$ cat config.mk
export PLATFORM = sky130hd
export DESIGN_NAME = rate_limited_event_queue_top
export DESIGN_NICKNAME = d
export VERILOG_FILES = /design/src/sv/rleq_pkg.sv /design/src/sv/rleq_ram.sv /design/src/sv/rleq_ring.sv /design/src/sv/rleq_timers.sv /design/src/sv/rate_limited_event_queue_top.sv
export SDC_FILE = /design/constraint.sdc
export NUM_CORES = 2
export LEC_CHECK = 0
export BUFFER_PORTS_ARGS = -buffer_cell sky130_fd_sc_hd__clkbuf_2
export CORE_MARGIN = 3
export CORE_UTILIZATION = 45
export DETAILED_ROUTE_END_ITERATION = 16
export PLACE_DENSITY = 0.61
export SYNTH_ARGS = -nofsm -noshare
export SYNTH_HDL_FRONTEND = slang
export SYNTH_HIERARCHICAL = 1
export SYNTH_SLANG_ARGS = --single-unit
$ cat constraint.sdc
create_clock -name clk_i -period 8.56 [get_ports clk_i]
set_input_delay 1.712 -clock clk_i [delete_from_list [all_inputs] [get_ports clk_i]]
set_output_delay 1.712 -clock clk_i [all_outputs]
set_load 0.02 [all_outputs]
$ cat src/sv/rleq_pkg.sv
// shared types and constants for the rate limited event queue
// no dependencies; used by every module of the block except rleq_ram

package rleq_pkg;

  // default ring depth
  localparam int unsigned QUEUE_DEPTH_DEF = 16;

  // register reset values
  localparam logic [31:0] SEND_GAP_RST = 32'd1000;
  localparam logic [31:0] SYNC_GAP_RST = 32'd5000;

  // request codes
  localparam logic REQ_TICK = 1'b0;
  localparam logic REQ_ENQ  = 1'b1;

  // configuration register indexes
  localparam logic CFG_SEND_GAP = 1'b0;
  localparam logic CFG_SYNC_GAP = 1'b1;

  // one stored event
  typedef struct packed {
    logic [1:0]  compartment;
    logic [1:0]  kind;
    logic [31:0] value;
    logic [30:0] stamp;
  } event_t;

  // ring commands for the current transaction
  typedef struct packed {
    logic push;
    logic pop;
  } ring_cmd_t;

  // ring status before the current transaction
  typedef struct packed {
    logic empty;
    logic full;
  } ring_sts_t;

  // timer stamp updates
  typedef struct packed {
    logic attempt;
    logic sync;
  } timer_upd_t;

  // timer compare results
  typedef struct packed {
    logic send;
    logic sync;
  } timer_due_t;

endpackage

$ cat src/sv/rleq_ram.sv
// generic single write port ram with one registered read port
// no dependencies

module rleq_ram #(
  parameter int unsigned WIDTH = 8,
  parameter int unsigned DEPTH = 16
) (
  input  logic                     clk_i,
  input  logic                     we_i,
  input  logic [$clog2(DEPTH)-1:0] waddr_i,
  input  logic [WIDTH-1:0]         wdata_i,
  input  logic [$clog2(DEPTH)-1:0] raddr_i,
  output logic [WIDTH-1:0]         rdata_o
);

  logic [WIDTH-1:0] mem_q [DEPTH];
  logic [WIDTH-1:0] rdata_q;

  // write port
  always_ff @(posedge clk_i) begin
    if (we_i) begin
      mem_q[waddr_i] <= wdata_i;
    end
  end

  // registered read, old data on a same-address write
  always_ff @(posedge clk_i) begin
    rdata_q <= mem_q[raddr_i];
  end

  assign rdata_o = rdata_q;

endmodule

$ cat src/sv/rleq_ring.sv
// event ring: pointers, occupancy, head register and event storage
// depends on rleq_pkg and rleq_ram

module rleq_ring #(
  parameter int unsigned QUEUE_DEPTH = rleq_pkg::QUEUE_DEPTH_DEF
) (
  input  logic                                 clk_i,
  input  logic                                 rst_ni,
  input  rleq_pkg::ring_cmd_t                  cmd_i,
  input  rleq_pkg::event_t                     wdata_i,
  output rleq_pkg::event_t                     head_o,
  output rleq_pkg::ring_sts_t                  sts_o,
  output logic [$clog2(QUEUE_DEPTH+1)-1:0]     occ_nxt_o
);

  localparam int unsigned AW    = $clog2(QUEUE_DEPTH);
  localparam int unsigned OCC_W = $clog2(QUEUE_DEPTH + 1);
  localparam int unsigned EW    = $bits(rleq_pkg::event_t);

  logic [AW-1:0]    rd_q, rd_d;
  logic [AW-1:0]    wr_q, wr_d;
  logic [OCC_W-1:0] occ_q, occ_d;
  rleq_pkg::event_t head_q, head_d;
  logic [AW-1:0]    ram_raddr;
  logic [EW-1:0]    ram_rdata;
  logic             fwd_q, fwd_d;
  rleq_pkg::event_t fwd_data_q;
  rleq_pkg::event_t next_entry;

  function automatic logic [AW-1:0] slot_inc(input logic [AW-1:0] s);
    if (s == AW'(QUEUE_DEPTH - 1)) begin
      slot_inc = '0;
    end else begin
      slot_inc = s + AW'(1);
    end
  endfunction

  // status before this transaction
  assign sts_o.empty = (occ_q == '0);
  assign sts_o.full  = (occ_q == OCC_W'(QUEUE_DEPTH));

  // pointer and occupancy update
  always_comb begin
    rd_d  = cmd_i.pop  ? slot_inc(rd_q) : rd_q;
    wr_d  = cmd_i.push ? slot_inc(wr_q) : wr_q;
    occ_d = occ_q;
    case ({cmd_i.push, cmd_i.pop})
      2'b10:   occ_d = occ_q + OCC_W'(1);
      2'b01:   occ_d = occ_q - OCC_W'(1);
      default: occ_d = occ_q;
    endcase
  end

  assign occ_nxt_o = occ_d;

  // storage keeps the entry after the head ready at its registered read port
  assign ram_raddr = slot_inc(rd_d);
  assign fwd_d     = cmd_i.push && (wr_q == ram_raddr);

  rleq_ram #(
    .WIDTH (EW),
    .DEPTH (QUEUE_DEPTH)
  ) u_ram (
    .clk_i   (clk_i),
    .we_i    (cmd_i.push),
    .waddr_i (wr_q),
    .wdata_i (wdata_i),
    .raddr_i (ram_raddr),
    .rdata_o (ram_rdata)
  );

  // bypass a write that hit the read address at the same edge
  assign next_entry = fwd_q ? fwd_data_q : rleq_pkg::event_t'(ram_rdata);

  // head register follows the oldest entry
  always_comb begin
    head_d = head_q;
    if (cmd_i.pop) begin
      head_d = next_entry;
    end else if (cmd_i.push && sts_o.empty) begin
      head_d = wdata_i;
    end
  end

  assign head_o = head_q;

  // control state
  always_ff @(posedge clk_i or negedge rst_ni) begin
    if (!rst_ni) begin
      rd_q  <= '0;
      wr_q  <= '0;
      occ_q <= '0;
      fwd_q <= 1'b0;
    end else begin
      rd_q  <= rd_d;
      wr_q  <= wr_d;
      occ_q <= occ_d;
      fwd_q <= fwd_d;
    end
  end

  // payload registers
  always_ff @(posedge clk_i) begin
    head_q     <= head_d;
    fwd_data_q <= wdata_i;
  end

endmodule

$ cat src/sv/rleq_timers.sv
// send and sync interval timers with their gap registers
// depends on rleq_pkg

module rleq_timers (
  input  logic                   clk_i,
  input  logic                   rst_ni,
  input  logic                   cfg_we_i,
  input  logic                   cfg_idx_i,
  input  logic [31:0]            cfg_wdata_i,
  input  logic [31:0]            now_i,
  input  rleq_pkg::timer_upd_t   upd_i,
  output rleq_pkg::timer_due_t   due_o
);

  logic [31:0] send_gap_q;
  logic [31:0] sync_gap_q;
  logic [31:0] last_attempt_q;
  logic [31:0] last_sync_q;
  logic [31:0] send_age;
  logic [31:0] sync_age;

  // modular elapsed time, strict compare
  assign send_age     = now_i - last_attempt_q;
  assign sync_age     = now_i - last_sync_q;
  assign due_o.send   = (send_age > send_gap_q);
  assign due_o.sync   = (sync_age > sync_gap_q);

  // gap registers
  always_ff @(posedge clk_i or negedge rst_ni) begin
    if (!rst_ni) begin
      send_gap_q <= rleq_pkg::SEND_GAP_RST;
      sync_gap_q <= rleq_pkg::SYNC_GAP_RST;
    end else if (cfg_we_i) begin
      case (cfg_idx_i)
        rleq_pkg::CFG_SEND_GAP: send_gap_q <= cfg_wdata_i;
        rleq_pkg::CFG_SYNC_GAP: sync_gap_q <= cfg_wdata_i;
        default: ;
      endcase
    end
  end

  // last attempt and last sync stamps
  always_ff @(posedge clk_i or negedge rst_ni) begin
    if (!rst_ni) begin
      last_attempt_q <= '0;
      last_sync_q    <= '0;
    end else begin
      if (upd_i.attempt) begin
        last_attempt_q <= now_i;
      end
      if (upd_i.sync) begin
        last_sync_q <= now_i;
      end
    end
  end

endmodule

$ cat src/sv/rate_limited_event_queue_top.sv
// rate limited event queue: input register, ring, timers, result register
// transactions pass the input register, then the result register; the head entry
// sits in a register and the ring memory pre-reads the entry behind it, so a pop
// never waits on a read; throughput: one transaction per cycle when out_stall_i is low
// reset: pointers, occupancy and time stamps clear, gaps return to 1000 / 5000 ms;
// ring contents stay undefined, no clearing pass

module rate_limited_event_queue_top #(
  parameter int unsigned QUEUE_DEPTH = rleq_pkg::QUEUE_DEPTH_DEF
) (
  input  logic        clk_i,
  input  logic        rst_ni,
  // configuration
  input  logic        cfg_we_i,
  input  logic        cfg_idx_i,
  input  logic [31:0] cfg_wdata_i,
  // input channel
  input  logic        in_valid_i,
  output logic        in_stall_o,
  input  logic        req_type_i,
  input  logic [31:0] now_ms_i,
  input  logic        link_up_i,
  input  logic        send_accepted_i,
  input  logic [1:0]  compartment_i,
  input  logic [1:0]  event_kind_i,
  input  logic [31:0] event_value_i,
  input  logic [30:0] stamp_minutes_i,
  // output channel
  output logic        out_valid_o,
  input  logic        out_stall_i,
  output logic        send_valid_o,
  output logic [1:0]  out_compartment_o,
  output logic [1:0]  out_kind_o,
  output logic [31:0] out_value_o,
  output logic [30:0] out_stamp_o,
  output logic        sync_request_o,
  output logic        dropped_oldest_o,
  output logic [4:0]  fill_level_o
);

  localparam int unsigned OCC_W = $clog2(QUEUE_DEPTH + 1);

  // input register
  logic             in_valid_q;
  logic             req_type_q;
  logic [31:0]      now_q;
  logic             link_up_q;
  logic             accepted_q;
  rleq_pkg::event_t evt_q;

  // result register
  logic             out_valid_q;
  logic             send_valid_q;
  rleq_pkg::event_t out_evt_q;
  logic             sync_q;
  logic             dropped_q;
  logic [4:0]       fill_q;

  logic                 advance;
  logic                 proc;
  logic                 is_enq;
  logic                 tick_up;
  logic                 attempt;
  logic                 sync_hit;
  logic                 drop;
  rleq_pkg::ring_cmd_t  ring_cmd;
  rleq_pkg::ring_sts_t  ring_sts;
  rleq_pkg::event_t     head;
  logic [OCC_W-1:0]     occ_nxt;
  rleq_pkg::timer_upd_t tmr_upd;
  rleq_pkg::timer_due_t tmr_due;

  // pipeline moves when the result register is free or drained
  assign advance    = !out_valid_q || !out_stall_i;
  assign in_stall_o = in_valid_q && !advance;
  assign proc       = in_valid_q && advance;

  // input register
  always_ff @(posedge clk_i or negedge rst_ni) begin
    if (!rst_ni) begin
      in_valid_q <= 1'b0;
    end else if (!in_stall_o) begin
      in_valid_q <= in_valid_i;
    end
  end

  always_ff @(posedge clk_i) begin
    if (in_valid_i && !in_stall_o) begin
      req_type_q            <= req_type_i;
      now_q                 <= now_ms_i;
      link_up_q             <= link_up_i;
      accepted_q            <= send_accepted_i;
      evt_q.compartment     <= compartment_i;
      evt_q.kind            <= event_kind_i;
      evt_q.value           <= event_value_i;
      evt_q.stamp           <= stamp_minutes_i;
    end
  end

  // decode of the registered transaction
  assign is_enq   = (req_type_q == rleq_pkg::REQ_ENQ);
  assign tick_up  = (req_type_q == rleq_pkg::REQ_TICK) && link_up_q;
  assign attempt  = tick_up && !ring_sts.empty && tmr_due.send;
  assign sync_hit = tick_up && tmr_due.sync;
  assign drop     = is_enq && ring_sts.full;

  // ring and timer commands, gated by the transaction moving on
  assign ring_cmd.push   = proc && is_enq;
  assign ring_cmd.pop    = proc && ((attempt && accepted_q) || drop);
  assign tmr_upd.attempt = proc && attempt;
  assign tmr_upd.sync    = proc && sync_hit;

  rleq_ring #(
    .QUEUE_DEPTH (QUEUE_DEPTH)
  ) u_ring (
    .clk_i     (clk_i),
    .rst_ni    (rst_ni),
    .cmd_i     (ring_cmd),
    .wdata_i   (evt_q),
    .head_o    (head),
    .sts_o     (ring_sts),
    .occ_nxt_o (occ_nxt)
  );

  rleq_timers u_timers (
    .clk_i       (clk_i),
    .rst_ni      (rst_ni),
    .cfg_we_i    (cfg_we_i),
    .cfg_idx_i   (cfg_idx_i),
    .cfg_wdata_i (cfg_wdata_i),
    .now_i       (now_q),
    .upd_i       (tmr_upd),
    .due_o       (tmr_due)
  );

  // result register
  always_ff @(posedge clk_i or negedge rst_ni) begin
    if (!rst_ni) begin
      out_valid_q <= 1'b0;
    end else if (advance) begin
      out_valid_q <= in_valid_q;
    end
  end

  always_ff @(posedge clk_i) begin
    if (proc) begin
      send_valid_q <= attempt;
      out_evt_q    <= attempt ? head : '0;
      sync_q       <= sync_hit;
      dropped_q    <= drop;
      fill_q       <= 5'(occ_nxt);
    end
  end

  assign out_valid_o       = out_valid_q;
  assign send_valid_o      = send_valid_q;
  assign out_compartment_o = out_evt_q.compartment;
  assign out_kind_o        = out_evt_q.kind;
  assign out_value_o       = out_evt_q.value;
  assign out_stamp_o       = out_evt_q.stamp;
  assign sync_request_o    = sync_q;
  assign dropped_oldest_o  = dropped_q;
  assign fill_level_o      = fill_q;

  // occupancy never passes the ring depth
  a_occ_bound: assert property (@(posedge clk_i) disable iff (!rst_ni)
    occ_nxt <= OCC_W'(QUEUE_DEPTH))
    else $error("ring occupancy beyond depth");

  // a pop only happens on a non-empty ring
  a_pop_nonempty: assert property (@(posedge clk_i) disable iff (!rst_ni)
    ring_cmd.pop |-> !ring_sts.empty)
    else $error("pop on empty ring");

  // a drop result carries no presentation and no sync request
  a_drop_excl: assert property (@(posedge clk_i) disable iff (!rst_ni)
    out_valid_o && dropped_oldest_o |-> !send_valid_o && !sync_request_o)
    else $error("drop result with tick fields set");

  // a drop leaves the ring full
  a_drop_full: assert property (@(posedge clk_i) disable iff (!rst_ni)
    ring_cmd.push && ring_sts.full |=> ring_sts.full)
    else $error("ring not full after drop");

endmodule
---- Word level (Yosys, flattened, before mapping) ----
Memory sizes are Yosys's and may differ from the RTL's. A register that Yosys moved wholly into a read port is not among the register bits.
Cells that the tools add are included.
storage, ports and cells
  flip-flop bits (word level) ............. 455
  latch bits .............................. 0
  RAM bits ................................ 1072
  bits in read-only memories .............. 0
  output and inout port bits .............. 77
  word-level logic and storage cells ...... 89
  memories kept ........................... 1
memory list
  name                words  bits a word  read ports  clocked after Yosys merged registers in  write ports  RTL line        text
  u_ring.u_ram.mem_q  16     67           1           1                                        1            rleq_ram.sv:16  logic [WIDTH-1:0] mem_q [DEPTH];
cells by class
  add/subtract/negate cells ............... 7
  multipliers ............................. 0
  div/mod/pow operators ................... 0
  magnitude comparators ................... 2
  equality and inequality tests ........... 7
  shifts and indexed selects .............. 0
  mux-type cells .......................... 10
  bitwise logic cells ..................... 2
  reduce and logical (&&, ||, !) cells .... 26
operators by type and width
  operator                                              number
  2-to-1 mux 67 bit                                     3
  > comparator 32 bit                                   2
  subtractor 32 bit                                     2
  2-to-1 mux 4 bit                                      4
  logical AND 1 bit                                     15
  adder 4 x 1 -> 4 bit (second input constant)          3
  equality test 4 bit (second input constant)           3
  one-hot mux 5 bit (2 select lines)                    1
  adder 5 x 1 -> 5 bit (second input constant)          1
  equality test 5 bit (second input constant)           1
  zero test 1 bit                                       5
  zero test 5 bit                                       1
  subtractor 5 x 1 -> 5 bit (second input constant)     1
  equality test 4 bit                                   1
  AND reduction 2 bit                                   2
  equality test 2 x 1 -> 1 bit (second input constant)  1
  equality test 2 bit (second input constant)           1
  logical OR 1 bit                                      2
  2-to-1 mux 1 bit                                      2
  inverter 1 bit                                        2
  nonzero test 2 bit                                    1

---- Longest topological paths before layout ----
  depth after elaboration ................. 12
  depth in mapped cells ................... 34

---- Cells and area by module ----
The synthesis kept the hierarchy.
modules (own cells, without submodules)
  module                        instances  cells an instance  area each (um^2)  seq. area each (um^2)
  rleq_ram                      1          1724               41404.7           33532.2
  rleq_timers                   1          1120               9664.3            3216.8
  rate_limited_event_queue_top  1          269                5921.9            5365.1
  rleq_ring                     1          442                5631.7            3703.6

---- Worst setup path before layout ----
OpenSTA, ideal clock, no wires.
  kind .................................... input to register
  start ................................... input out_stall_i
  end ..................................... memory u_ring/u_ram/mem_q[0][0] in the netlist's numbering, enable pin
  library setup time ...................... 574 ps
  data arrival time ....................... 7204 ps
  path slack .............................. 781 ps
  cell stages on the path ................. 4
  path buffers ............................ 0
  cell sequence ........................... nand2_1 and3_1 or3b_2 nor3_1
RTL lines
  item                RTL line                            text
  start: declaration  rate_limited_event_queue_top.sv:30  input logic out_stall_i,
  end: declaration    rleq_ram.sv:16

==> results_dict.tcl <==
set metrics [dict create \
    status "finished clean" \
    core-area_um2 138000 \
    seq_area_frac_synth_pct 73.2 \
    grt_pass1_wl_mm 215 \
    synth_seq_cells 1594 \
    cts.hold.buffers_added 0 \
    cts_num_sinks 1594 \
    grt_busiest_layer "met2" \
    post-route-period-util_pct 88.8 \
    pre_cts_ws_ps 1000 \
    wirelength_mm 145 \
    final_cell_mix "1316 x edfxtp_1, 268 x mux4_2, 215 x clkbuf_2, 209 x nand2_1, 166 x clkbuf_16" \
    hold_viol_final 0 \
    htree_levels 4 \
    yosys_warnings 6 \
    clock_latency_ps 800 \
    clk_pin_slew_worst_paths_ps 60 \
    cp.required_ps 9270 \
    syn-cell-area_um2 62600 \
    r2r_end "u_ring/u_ram/rdata_o[8]$_DFF_P_" \
    drv_cap 0 \
    cts_root_buf "clkbuf_16" \
    worstSetupPathType "register to register" \
    cpPeakStageDelay_ps 830 \
    rr_startpoint "now_q[0]$_DFFE_PP_" \
    ir_worst_vdd_uv 480 \
    grtUsageMet2_pct 32.8 \
    place_congestion 0.840 \
    min_period_ps 7600 \
    synth_top_family_by_area "multiplexers" \
    r2r_setup_slack_ps 960 \
    ant_nets 0 \
    hold-path-endpoint "u_timers/sync_gap_q[26]$_DFFE_PN0P_" \
    relSlewSlack_pct 16.4 \
    synth_edf_count 1316 \
    power_density_nw_per_um2 343 \
    drcViolationCount 0 \
    fin_skew_ps 40.6 \
    use_met1_pct 28.9 \
    reg2reg_depth 28 \
    die_h_um 379 \
    grt_pass1_vias 32900 \
    vias 32400 \
    viasPerCell 5.62 \
    drt_pre_antenna_iters 5 \
    overflow 0 \
    holdPathStages 1 \
    cts_resized 0 \
    tns_ps 0 \
    holdCritPathClass "register to register" \
    cp_max_fo 46 \
    synth_xor_area_share_pct 1.01 \
    setup_viol 0 \
    synth_flop_cell "edfxtp_1" \
    die_x_um 379 \
    crit_arrival_ps 8310 \
    numCtsBuffers 164 \
    hp-start "u_timers/sync_gap_q[26]$_DFFE_PN0P_" \
    cpMaxStageDelayCell "nor2b_4" \
    syn_nets 3831 \
    setup_ws_ps 957 \
    slew_viol_final 0 \
    tightest_slew_ps 1250 \
    numPortBuffers 216 \
    final_common_cell "edfxtp_1" \
    cts_setup_buffers 0 \
    grtUsageTotal_pct 20.4 \
    synth-simple-area-share_pct 3.85 \
    endpoint_kind "register" \
    rsz0062_at_grt "false" \
    fin_nets 4111 \
    initial_core_util_pct 45.4 \
    drt-initial-drc-count 2849 \
    area_growth_pct 13.8 \
    grt_max_degree 118 \
    die_area_um2 144000 \
    rows 136 \
    use_met3_pct 3.46 \
    cts_tree "yes" \
    wl_per_cell_um 25.1 \
    synthMuxAreaShare_pct 11.5 \
    async_flop_share_pct 9.03 \
    antenna_found_initial 5 \
    layout-drive-gt1-share_pct 22.2 \
    dpl.hpwl_mm 80.1 \
    static-leakage-power_nw 25.0 \
    avgSynthCellArea_um2 17.6 \
    synth_cell_types 81 \
    cp-start-kind "register" \
    clockBufferDepth 3 \
    synth-compound-area-share_pct 5.64 \
    synth_fa_ha_area_share_pct 2.75 \
    ios 217 \
    synthesis.instances 3555 \
    max_freq_ghz 0.132 \
]
[flip-flops by register name (all words and copies together), names as in the netlist, 4 cells and up]
register / count
u_timers/send_gap_q: 32
now_q: 32
u_timers/last_sync_q: 32
out_value_o: 32
evt_q: 67
u_ring/head_o: 67
u_ring/wr_q: 4
u_ring/rd_q: 4
u_ring/u_ram/rdata_o: 67
u_timers/sync_gap_q: 32
fill_level_o: 5
u_ring/occ_q: 5
out_stamp_o: 31
u_ring/u_ram/mem_q: 1072
u_timers/last_attempt_q: 32
u_ring/fwd_data_q: 67
[where the power goes]
part           total, mW  internal, mW  switching (mW)
Sequential          9.63          9.24           0.390
Clock               6.85          3.89            2.96
Combinational       7.98          3.61            4.38
Total               24.5          16.7            7.73
[synth_stat cells (23+ instances only)]
master / number / share of area, %
dfrtp_1: 133 / 5.3
dfxtp_1: 134 / 4.3
a22oi_1: 134 / 1.6
inv_1: 147 / 0.88
and2_1: 75 / 0.75
nor2_1: 119 / 0.71
nand4_1: 28 / 0.28
buf_4: 29 / 0.35
xnor2_1: 38 / 0.53
edfxtp_1: 1316 / 63
a21o_1: 55 / 0.66
ha_1: 133 / 2.7
xor2_1: 30 / 0.42
clkbuf_1: 81 / 0.49
nand2_1: 209 / 1.3
o21ai_0: 135 / 1.1
mux2_2: 40 / 0.72
a21oi_1: 149 / 1.2
mux4_2: 268 / 9.6
buf_1: 23 / 0.14
mux2i_1: 69 / 1.1
[layout make-up]
type / instances / area, µm²
Multi-Input combinational cell: 1651 / 15700
Clock inverter: 83 / 738
Tap cell: 1794 / 2240
Timing Repair Buffer: 277 / 1730
Clock buffer: 224 / 4490
Sequential cell: 1594 / 45800
Inverter: 147 / 562
Fill cell: 11100 / 66600
Antenna cell: 1 / 2.50
[layer usage]
metal	share of wire, %	vias up
li1	-	14500
met1	44	16800
met2	48	1016
met3	6.1	185
met4	2.2	0
met5	0	-
[worst max-delay path: cells and delay by family (launching register included)]
| kind | cells | cell delay (ps) |
|---|---|---|
| AO/OA/AOI/OAI | 11 | 2570 |
| AND/OR/NAND/NOR | 9 | 2460 |
| buffers and inverters | 4 | 1040 |
| adder cells (fa/ha/maj) | 3 | 860 |
| flip-flops | 1 | 410 |
| XOR/XNOR | 1 | 140 |
[worst max path at each step]
stage	slack, ps	cells past startpoint	start	endpoint
after CTS	960	28	now_q[0]$_DFFE_PP_	u_ring/u_ram/rdata_o[8]$_DFF_P_
final	960	28	now_q[0]$_DFFE_PP_	u_ring/u_ram/rdata_o[8]$_DFF_P_
after floorplan	780	4	out_stall_i	u_ring/u_ram/mem_q[0][0]$_DFFE_PP_
after global routing	460	28	now_q[0]$_DFFE_PP_	u_ring/u_ram/rdata_o[8]$_DFF_P_
after global placement	1170	28	now_q[0]$_DFFE_PP_	u_ring/u_ram/rdata_o[4]$_DFF_P_
after detailed placement	1000	28	now_q[0]$_DFFE_PP_	u_ring/u_ram/rdata_o[8]$_DFF_P_
[cell families after synthesis]
family	after synthesis
flip-flops	1594
AO/OA/AOI/OAI	554
AND/OR/NAND/NOR	514
multiplexers	377
buffers and inverters	310
adder cells (fa/ha/maj)	136
XOR/XNOR	70
[per-stage QoR]
step           utilization [%]  hold WS [ps]  total power, mW  instances  instance area [µm²]
2_1_floorplan                -           468             15.7       3555                62600
3_3_place_gp              47.9           490             17.8       5463                66000
3_5_place_dp              47.9           494             17.8       5463                66000
4_1_cts                   51.7           508             24.7       5770                71200
5_1_grt                   51.7           518             25.8       5770                71200
6_report                  51.7           506             24.5       5771                71200
Power figures use the tool's default switching activity.
